**src/rtl/jacobi_stencil_sweep_assert.svh**
```systemverilog
// ----------------------------------------------------------------------------
// Assertion macros for the Jacobi stencil sweep block
// Shared property forms, all clocked on aclk and disabled during reset.
// ----------------------------------------------------------------------------
`ifndef JACOBI_STENCIL_SWEEP_ASSERT_SVH
`define JACOBI_STENCIL_SWEEP_ASSERT_SVH

// Same-cycle implication
`define JSS_ASSERT_NOW(label, ante, cons) \
    label: assert property (@(posedge aclk) disable iff (!aresetn) (ante) |-> (cons)) \
        else $error("jss: same-cycle check failed");

// Next-cycle implication
`define JSS_ASSERT_NEXT(label, ante, cons) \
    label: assert property (@(posedge aclk) disable iff (!aresetn) (ante) |=> (cons)) \
        else $error("jss: next-cycle check failed");

`endif

```
**src/rtl/jss_pkg.sv**
```systemverilog
// ----------------------------------------------------------------------------
// jss_pkg
// Types and constants of the Jacobi 5-point stencil sweep.
// ----------------------------------------------------------------------------
package jss_pkg;

    localparam int GRID_ROWS     = 512;
    localparam int GRID_COLS     = 512;
    localparam int FRACTION_BITS = 16;

    localparam int DATA_W  = 24;
    localparam int SUM_W   = DATA_W + 2;
    localparam int INDEX_W = 9;
    localparam int ROW_W   = $clog2(GRID_ROWS);
    localparam int COL_W   = $clog2(GRID_COLS);

    // round(0.001 * 2^FRACTION_BITS), kept to the sample width
    localparam longint unsigned TOL_FULL =
        ((64'd1 << FRACTION_BITS) + 64'd500) / 64'd1000;
    localparam logic [DATA_W-1:0] TOL_RESET = DATA_W'(TOL_FULL);

    typedef logic [DATA_W-1:0] data_t;
    typedef logic [ROW_W-1:0]  row_t;
    typedef logic [COL_W-1:0]  col_t;

    typedef struct packed {
        row_t row;
        col_t col;
    } pos_t;

    typedef struct packed {
        data_t              new_value;
        logic [INDEX_W-1:0] row_index;
        logic [INDEX_W-1:0] col_index;
        data_t              change;
        data_t              sweep_max_change;
        logic               last_of_sweep;
        logic               converged;
    } result_t;

    localparam row_t ROW_LAST = ROW_W'(GRID_ROWS - 1);
    localparam col_t COL_LAST = COL_W'(GRID_COLS - 1);

endpackage

```
**src/rtl/jss_stencil_core.sv**
```systemverilog
// ----------------------------------------------------------------------------
// jss_stencil_core
// Neighbor window, 5-point update, change and running maximum.
// ----------------------------------------------------------------------------
module jss_stencil_core (
    input  logic             aclk,
    input  logic             aresetn,
    input  logic             advance,
    input  jss_pkg::data_t   sample,
    input  jss_pkg::data_t   prev,
    input  jss_pkg::data_t   older,
    input  jss_pkg::pos_t    pos,
    input  jss_pkg::data_t   tolerance,
    output logic             has_result,
    output jss_pkg::result_t result
);
    import jss_pkg::*;

    // north, centre, west, south
    data_t north_reg, centre_reg, west_reg, south_reg;
    data_t max_reg, max_next;

    logic [SUM_W-1:0] sum;
    data_t            new_value;
    data_t            change;
    data_t            max_upd;
    logic             last;

    always_comb begin
        sum = {2'b00, north_reg} + {2'b00, south_reg}
            + {2'b00, west_reg} + {2'b00, prev};
        new_value  = sum[SUM_W-1:2];
        change     = (new_value >= centre_reg) ? (new_value - centre_reg)
                                               : (centre_reg - new_value);
        max_upd    = (change > max_reg) ? change : max_reg;
        has_result = (pos.row >= ROW_W'(2)) && (pos.col >= COL_W'(2));
        last       = (pos.row == ROW_LAST) && (pos.col == COL_LAST);

        result.new_value        = new_value;
        result.row_index        = INDEX_W'(pos.row - ROW_W'(1));
        result.col_index        = INDEX_W'(pos.col - COL_W'(1));
        result.change           = change;
        result.sweep_max_change = max_upd;
        result.last_of_sweep    = last;
        result.converged        = last && (max_upd < tolerance);

        // clear at the end of the grid so the next word starts a new sweep
        if (last) begin
            max_next = '0;
        end else if (has_result) begin
            max_next = max_upd;
        end else begin
            max_next = max_reg;
        end
    end

    always_ff @(posedge aclk) begin
        if (!aresetn) begin
            north_reg  <= '0;
            centre_reg <= '0;
            west_reg   <= '0;
            south_reg  <= '0;
            max_reg    <= '0;
        end else if (advance) begin
            west_reg   <= centre_reg;
            centre_reg <= prev;
            north_reg  <= older;
            south_reg  <= sample;
            max_reg    <= max_next;
        end
    end

endmodule

```
**config.mk**
```make
export PLATFORM = sky130hd
export DESIGN_NAME = jss_stencil_core
export DESIGN_NICKNAME = d
export VERILOG_FILES = /design/src/rtl/jacobi_stencil_sweep_assert.svh /design/src/rtl/jss_pkg.sv /design/src/rtl/jss_stencil_core.sv
export SDC_FILE = /design/constraint.sdc
export NUM_CORES = 1
export LEC_CHECK = 0
export BUFFER_PORTS_ARGS = -buffer_cell sky130_fd_sc_hd__buf_2
export CORE_ASPECT_RATIO = 0.5
export CORE_MARGIN = 3
export CORE_UTILIZATION = 40
export DETAILED_ROUTE_END_ITERATION = 10
export MAX_ROUTING_LAYER = met4
export SLEW_MARGIN = 15
export SYNTH_ARGS = -nofsm -noshare
export SYNTH_HDL_FRONTEND = slang
export SYNTH_SLANG_ARGS = --single-unit
```
**constraint.sdc**
```tcl
create_clock -name aclk -period 14.6 [get_ports aclk]
set_clock_uncertainty 0.2 [all_clocks]
set_input_delay 1.46 -clock aclk [delete_from_list [all_inputs] [get_ports aclk]]
set_output_delay 1.46 -clock aclk [all_outputs]
set_load 0.03 [all_outputs]
```
# [Yosys cells after proc, flatten, opt, wreduce, memory -nomap -nowiden]
# Cells that the tools add are included.
[op_classes] add_sub_neg=7 order_cmp=5 n_eq_ne=2 mux=4 n_reduce_logical=5
[op_table] op="24-bit two-way mux" count=4
[op_table] op="24-bit subtractor" count=2
[op_table] op="25-bit by 24-bit adder with 26-bit output" count=1
[op_table] op="26-bit by 24-bit adder with 26-bit output" count=1
[op_table] op="24-bit by 24-bit adder with 25-bit output" count=1
[op_table] op="24-bit greater-or-equal comparator" count=1
[op_table] op="24-bit > comparator" count=1
[op_table] op="24-bit less-than comparator" count=1
[op_table] op="9-bit equality test, second input constant" count=2
[op_table] op="9-bit by 2-bit greater-or-equal comparator with 1-bit output, second input constant" count=2
[op_table] op="9-bit by 1-bit subtractor with 9-bit output, second input constant" count=2
[op_table] op="1-bit logical AND" count=3
[op_table] op="2-bit AND reduction" count=1
[op_table] op="2-bit nonzero test" count=1
[totals] ff_bits=120 input_bits=117 out_inout_bits=93 elab_cells=28

# [Depth between registers and ports, before layout]
# Gate-level depths: netlist of the first run.
[logic_depth] depth_word=9 mapped_depth=48 depth_no_buf=43

# [Worst setup path after synthesis of the first run]
# No wires, ideal clock.
[synth_timing] path_type="in2out" startpoint="input port prev[2]" endpoint="output port result[0] (netlist name)" arrival_time_ns=11.470 t_required_ns=12.940 path_slack_ns=1.470 path_stages=44 path_buffers=5 path_cell_list="inv_1 fa_1 fa_1 inv_1 ha_1 nor4bb_1 o21ai_0 o21ai_0 o31ai_1 o21ai_0 a21o_1 a21o_1 xor2_1 ha_1 buf_2 nand4_1 o221ai_2 a21o_1 [8 not listed] o21ai_0 o21bai_1 a2111oi_0 o21bai_1 o32ai_2 buf_2 clkbuf_1 o21ai_0 ha_1 a21o_1 a21o_1 a21oi_1 nor2b_1 o21ai_0 nand2b_1 a21oi_1 o221ai_1 a21oi_1"
[synth_lines] element="from (decl)" line_no="jss_stencil_core.sv:10" source="input jss_pkg::data_t prev,"
[synth_lines] element="to (decl)" line_no="jss_stencil_core.sv:15" source="output jss_pkg::result_t result"

==> results of run 1 <==
routing by layer:
layer  track usage, %  up-vias  wire length (um)
met5                -        -                 0
met2             32.0      235             13800
met1             31.8     4522             16500
met4             4.85        0               399
li1                 -     4850                 -
met3             3.66       26              1450
cells in the final DEF, fill, tap and decap left out, types with 6 or more instances in the layout:
master and count:
a211oi_1 9, a21o_1 31, a21oi_1 67, a22o_1 17, a31oi_1 7, and2_1 7
buf_2 208, buf_4 6, clkbuf_16 17, dfxtp_1 120, fa_1 50, ha_1 124
inv_1 228, inv_6 6, mux2_2 20, mux2i_1 104, nand2_1 57, nand2b_1 11
nand3_1 18, nand4_1 23, nor2_1 29, nor2b_1 109, nor3_1 16, nor4_1 6
o211ai_1 10, o21a_1 7, o21ai_0 50, o21bai_1 8, o221ai_1 7, or2_2 7
or3_1 11, xnor2_1 28, xor2_1 31
worst reg2reg max path, delay by kind of cell (launching register included):
kind / cells / cell delay (ns)
XOR/XNOR: 2 / 0.62
flip-flops: 1 / 0.33
multiplexers: 1 / 0.43
buffers and inverters: 4 / 0.59
AO/OA/AOI/OAI: 16 / 4.46
AND/OR/NAND/NOR: 3 / 1.01
adder cells (fa/ha/maj): 5 / 2.08
metrics by stage:
| step | std cells | instance area [um2] | setup slack (ns) | hold WS (ns) | utilization (%) |
|---|---|---|---|---|---|
| 2_1_floorplan | 1328 | 11300 | 1.47 | 0.243 | - |
| 3_3_place_gp | 1865 | 12600 | 1.04 | 0.262 | 46.6 |
| 3_5_place_dp | 1865 | 12600 | 0.958 | 0.271 | 46.6 |
| 4_1_cts | 1897 | 13200 | 0.917 | 0.279 | 48.7 |
| 5_1_grt | 1898 | 13200 | 0.0560 | 0.306 | 48.8 |
| 6_report | 1898 | 13200 | 0.858 | 0.274 | 48.8 |
cell type report:
cell class / count / area, um2 / share of cell area [%]
multi-input combinational: 929 / 7830 / 59.2
sequential: 120 / 2400 / 18.2
timing repair buffer: 214 / 1090 / 8.21
inverter: 228 / 856 / 6.47
tap: 374 / 468 / 3.54
clock buffer: 18 / 439 / 3.32
clock inverter: 14 / 138 / 1.04
antenna: 1 / 2.50 / 0.0189
worst max-delay path by stage:
stage,from,to,slack [ns]
2_1_floorplan,prev[2],result[0],1.47
3_3_place_gp,prev[2],result[0],1.04
3_5_place_dp,prev[2],result[0],0.96
4_1_cts,prev[2],result[0],0.92
5_1_grt,prev[2],result[0],0.06
6_report,prev[2],result[0],0.86
cells by family after synthesis:
| logic type | synth area share, % |
|---|---|
| flip-flops | 21.2 |
| multiplexers | 11.2 |
| AND/OR/NAND/NOR | 15.1 |
| buffers and inverters | 9.78 |
| AO/OA/AOI/OAI | 15.7 |
| XOR/XNOR | 4.56 |
| adder cells (fa/ha/maj) | 22.5 |
==> results.sh, run 1 <==
export IMPL_status="finished, final reports clean"
export IMPL_ys_warn_count=0
export IMPL_drtPass1Iterations=5
export IMPL_synthTopCellsByCount="228 x inv_1, 124 x ha_1, 120 x dfxtp_1"
export IMPL_wirelength_um=32100
export IMPL_grtUsageTotal_pct=22.0
export IMPL_syn_area_um2=11300
export IMPL_cts_buffer_depth=2
export IMPL_holdPathStages=2
export IMPL_die_h_um=125
export IMPL_endpoint_kind="primary output"
export IMPL_hold_violations=0
export IMPL_ys_async_sr_fraction_pct=0
export IMPL_crit_type="in -> out"
export IMPL_htreeDepth=4
export IMPL_dpl_hpwl_um=26600
export IMPL_slew_headroom_pct=29.6
export IMPL_core_area_um2=27100
export IMPL_worstPathArrival_ns=12.08
export IMPL_rows=42
export IMPL_critPathRequiredTime_ns=12.94
export IMPL_min_path_type="reg -> reg"
export IMPL_r2r_start="north_reg[2]$_SDFFE_PN0P_"
export IMPL_drv_cap=0
export IMPL_clk_latency_ns=0.44
export IMPL_viasPerCell=5.08
export IMPL_tightest_slew_ns=1.05
export IMPL_drtIter0Drc=589
export IMPL_cts_inserted_buffers=17
export IMPL_yosysMostFrequentCell="inv_1"
export IMPL_rsz0062_at_grt="no"
export IMPL_vias=9633
export IMPL_syn_inst=1328
export IMPL_drv_slew=0
export IMPL_setup_viol=0
export IMPL_tns_ns=0
export IMPL_fill_cells=2644
export IMPL_crit_top_cell="a21o_1"
export IMPL_antenna_found_initial=1
export IMPL_synth_largest_area_cell="dfxtp_1"
export IMPL_dieArea_um2=30500
export IMPL_synth_edf_count=0
export IMPL_cp_num_buf_inv=6
export IMPL_clock_sinks=120
export IMPL_synth_seq_cells=120
export IMPL_synth_area_leaders="dfxtp_1 21%, ha_1 14%, mux2i_1 9.2%"
export IMPL_syn_to_final_growth_pct=16.7
export IMPL_wire_per_inst_um=16.9
export IMPL_cts_resized=0
export IMPL_io_pins=210
export IMPL_path_delay_family="compound AO/OA/AOI/OAI gates"
export IMPL_cp_depth=42
export IMPL_grt_pass1_wl_um=52200
export IMPL_hold_end="max_reg[19]$_SDFFE_PN0P_"
export IMPL_timing_rr_end="max_reg[18]$_SDFFE_PN0P_"
export IMPL_drc=0
export IMPL_min_period_ns=13.74
export IMPL_layout_nets=1801
export IMPL_path_max_fanout=25
export IMPL_worstRegToRegCells=31
export IMPL_cts_tree="done"
export IMPL_hp_start="max_reg[19]$_SDFFE_PN0P_"
export IMPL_fmax_ghz=0.0728
export IMPL_ys_flop_type="dfxtp_1"
export IMPL_max_stage_delay_ns=0.57
export IMPL_postCtsSetupRepairBufs=0
export IMPL_root_buffer="clkbuf_16"
export IMPL_ys_types=75
export IMPL_yosys_area_top_type_share_pct=21.2
export IMPL_slowest_stage="fa_1"
export IMPL_grt_max_degree=101
export IMPL_fp_dieW_um=244
export IMPL_regToRegSetupSlack_ns=4.84
export IMPL_ant_nets=0
export IMPL_drive_gt1_share_pct=19.3
export IMPL_avgSynthCellArea_um2=8.53
export IMPL_synth_seq_area_share_pct=21.2
export IMPL_synthesis_nets=1619
export IMPL_port_buffers=209
export IMPL_fin_crit_sh_pct=94.1
export IMPL_clkTransAtPathRegs_ns=0.06
export IMPL_grt_ovfl_total=0
export IMPL_grt_pass1_vias=9627
export IMPL_gp_congestion=0.927
export IMPL_initial_core_util_pct=41.8
export IMPL_setup_worst_path_start_class="primary input"
export IMPL_cts_hold_buf=0
Power of run 1 is not shown: default switching activity piles up to over one toggle a cycle in this logic, so the estimate is an artifact.
==> run 2, diff against run 1 <==
Settings changed: CTS_CLUSTER_DIAMETER from default to 80.
Clock period 14.6 ns to 13.2 ns, I/O delays scaled along.
==> run 2 against run 1 <==
Compared with the run above:
- first-iteration DRC count rose by 4.9%
- critical path depth rose by 1
- cell count rose by 1.0%
- register-to-register slack got worse by 0.74 ns
- die area did not move
- count of clock-buffer cells in the layout rose by 4
- setup slack got worse by 0.23 ns
- wire length rose by 5.2%
- global-route usage rose by 0.55 points
==> results.sh, run 2 (synthesis gave the netlist of run 1 again) <==
export IMPL_fmax_ghz=0.0795
export IMPL_path_delay_family="compound AO/OA/AOI/OAI gates"
export IMPL_utilization_pct=49.4
export IMPL_placed_cell_area_um2=12700
export IMPL_wire_per_inst_um=17.6
export IMPL_gp_congestion=0.899
export IMPL_hold_end="max_reg[13]$_SDFFE_PN0P_"
export IMPL_status="finished, final reports clean"
export IMPL_clock_sinks=120
export IMPL_max_stage_delay_ns=0.56
export IMPL_dieArea_um2=30500
export IMPL_min_period_ns=12.57
export IMPL_grt_max_degree=101
export IMPL_regToRegSetupSlack_ns=4.10
export IMPL_ant_nets=0
export IMPL_cts_tree="done"
export IMPL_cts_hold_buf=0
export IMPL_grtUsageTotal_pct=22.5
export IMPL_initial_core_util_pct=41.8
export IMPL_clkTransAtPathRegs_ns=0.05
export IMPL_drv_slew=0
export IMPL_fp_dieW_um=244
export IMPL_vias=9865
export IMPL_crit_type="in -> out"
export IMPL_finalNonFillerCells=1917
export IMPL_root_buffer="clkbuf_16"
export IMPL_grt_pass1_wl_um=53000
export IMPL_drc=0
export IMPL_place_worst_setup_slack_ns=0.278
export IMPL_drtIter0Drc=618
export IMPL_holdPathStages=2
export IMPL_layout_nets=1822
export IMPL_drtPass1Iterations=5
export IMPL_hp_start="max_reg[13]$_SDFFE_PN0P_"
export IMPL_worstPathArrival_ns=11.05
export IMPL_drive_gt1_share_pct=20.1
export IMPL_crit_top_cell="a21oi_1"
export IMPL_wirelength_um=33800
export IMPL_r2r_start="north_reg[1]$_SDFFE_PN0P_"
export IMPL_path_max_fanout=12
export IMPL_htreeDepth=4
export IMPL_setup_worst_path_start_class="primary input"
export IMPL_fill_cells=2646
export IMPL_critPathRequiredTime_ns=11.68
export IMPL_io_pins=210
export IMPL_min_path_type="reg -> reg"
export IMPL_endpoint_kind="primary output"
export IMPL_slowest_stage="fa_1"
export IMPL_rows=42
export IMPL_fin_crit_sh_pct=95.3
export IMPL_setup_viol=0
export IMPL_slew_headroom_pct=28.9
export IMPL_final_cell_mix="228 x inv_1, 208 x buf_2, 123 x ha_1"
export IMPL_die_h_um=125
export IMPL_syn_to_final_growth_pct=18.2
export IMPL_grt_pass1_vias=9464
export IMPL_viasPerCell=5.15
export IMPL_cp_num_buf_inv=5
export IMPL_cts_inserted_buffers=17
export IMPL_dpl_hpwl_um=27900
export IMPL_timing_rr_end="max_reg[6]$_SDFFE_PN0P_"
export IMPL_hold_violations=0
export IMPL_placed_cells=1878
export IMPL_core_area_um2=27100
export IMPL_tightest_slew_ns=1.06
export IMPL_grt_ovfl_total=0
export IMPL_cts_buffer_depth=2
export IMPL_antenna_found_initial=1
export IMPL_port_buffers=209
export IMPL_fin_area_um2=13400
export IMPL_final_common_cell="inv_1"
export IMPL_worstRegToRegCells=33
export IMPL_clk_latency_ns=0.44
export IMPL_finalWorstSetupSlack_ns=0.626
export IMPL_drv_cap=0
run 2: timing repair:
item	in CTS	in global routing
buffers inserted	0	7
setup endpoints to repair	0	1
resized for setup	0	2
run 2: worst min-delay path: cells and delay by family, from the launching register on:
kind / cells / cell delay [ns]
flip-flops: 1 / 0.34
AO/OA/AOI/OAI: 1 / 0.06
AND/OR/NAND/NOR: 1 / 0.05
run 2: how the worst max path moves through the flow:
stage / cells past startpoint / startpoint / slack (ns) / endpoint
floorplan: 44 / prev[2] / 0.35 / result[0]
global placement: 42 / prev[1] / 0.49 / result[0]
detailed placement: 42 / prev[1] / 0.28 / result[0]
CTS: 42 / prev[1] / 0.23 / result[0]
global route: 46 / prev[1] / -0.03 / result[0]
finish: 43 / prev[1] / 0.63 / result[0]
run 2: area by class of cell:
type	count	area, um2	area share [%]
sequential	120	2400	17.9
multi-input combinational	930	7850	58.6
clock inverter	8	124	0.925
inverter	228	856	6.39
tap	374	468	3.49
timing repair buffer	234	1240	9.23
clock buffer	22	454	3.39
antenna	1	2.50	0.0187
run 2: metrics by stage:
stage | setup TNS (ns) | hold slack, ns
floorplan | 0 | 0.243
global placement | 0 | 0.257
detailed placement | 0 | 0.264
CTS | 0 | 0.277
global route | -0.0285 | 0.307
finish | 0 | 0.273
run 2: metal layers:
layer  up-vias  share of wire (%)  global-route usage (%)
met4         0               0.88                    4.29
li1       4888                  -                       -
met3        26                4.5                    4.15
met5         -                  0                       -
met2       218                 44                    33.4
met1      4733                 51                    32.2
Power of run 2 is left out for the same reason.
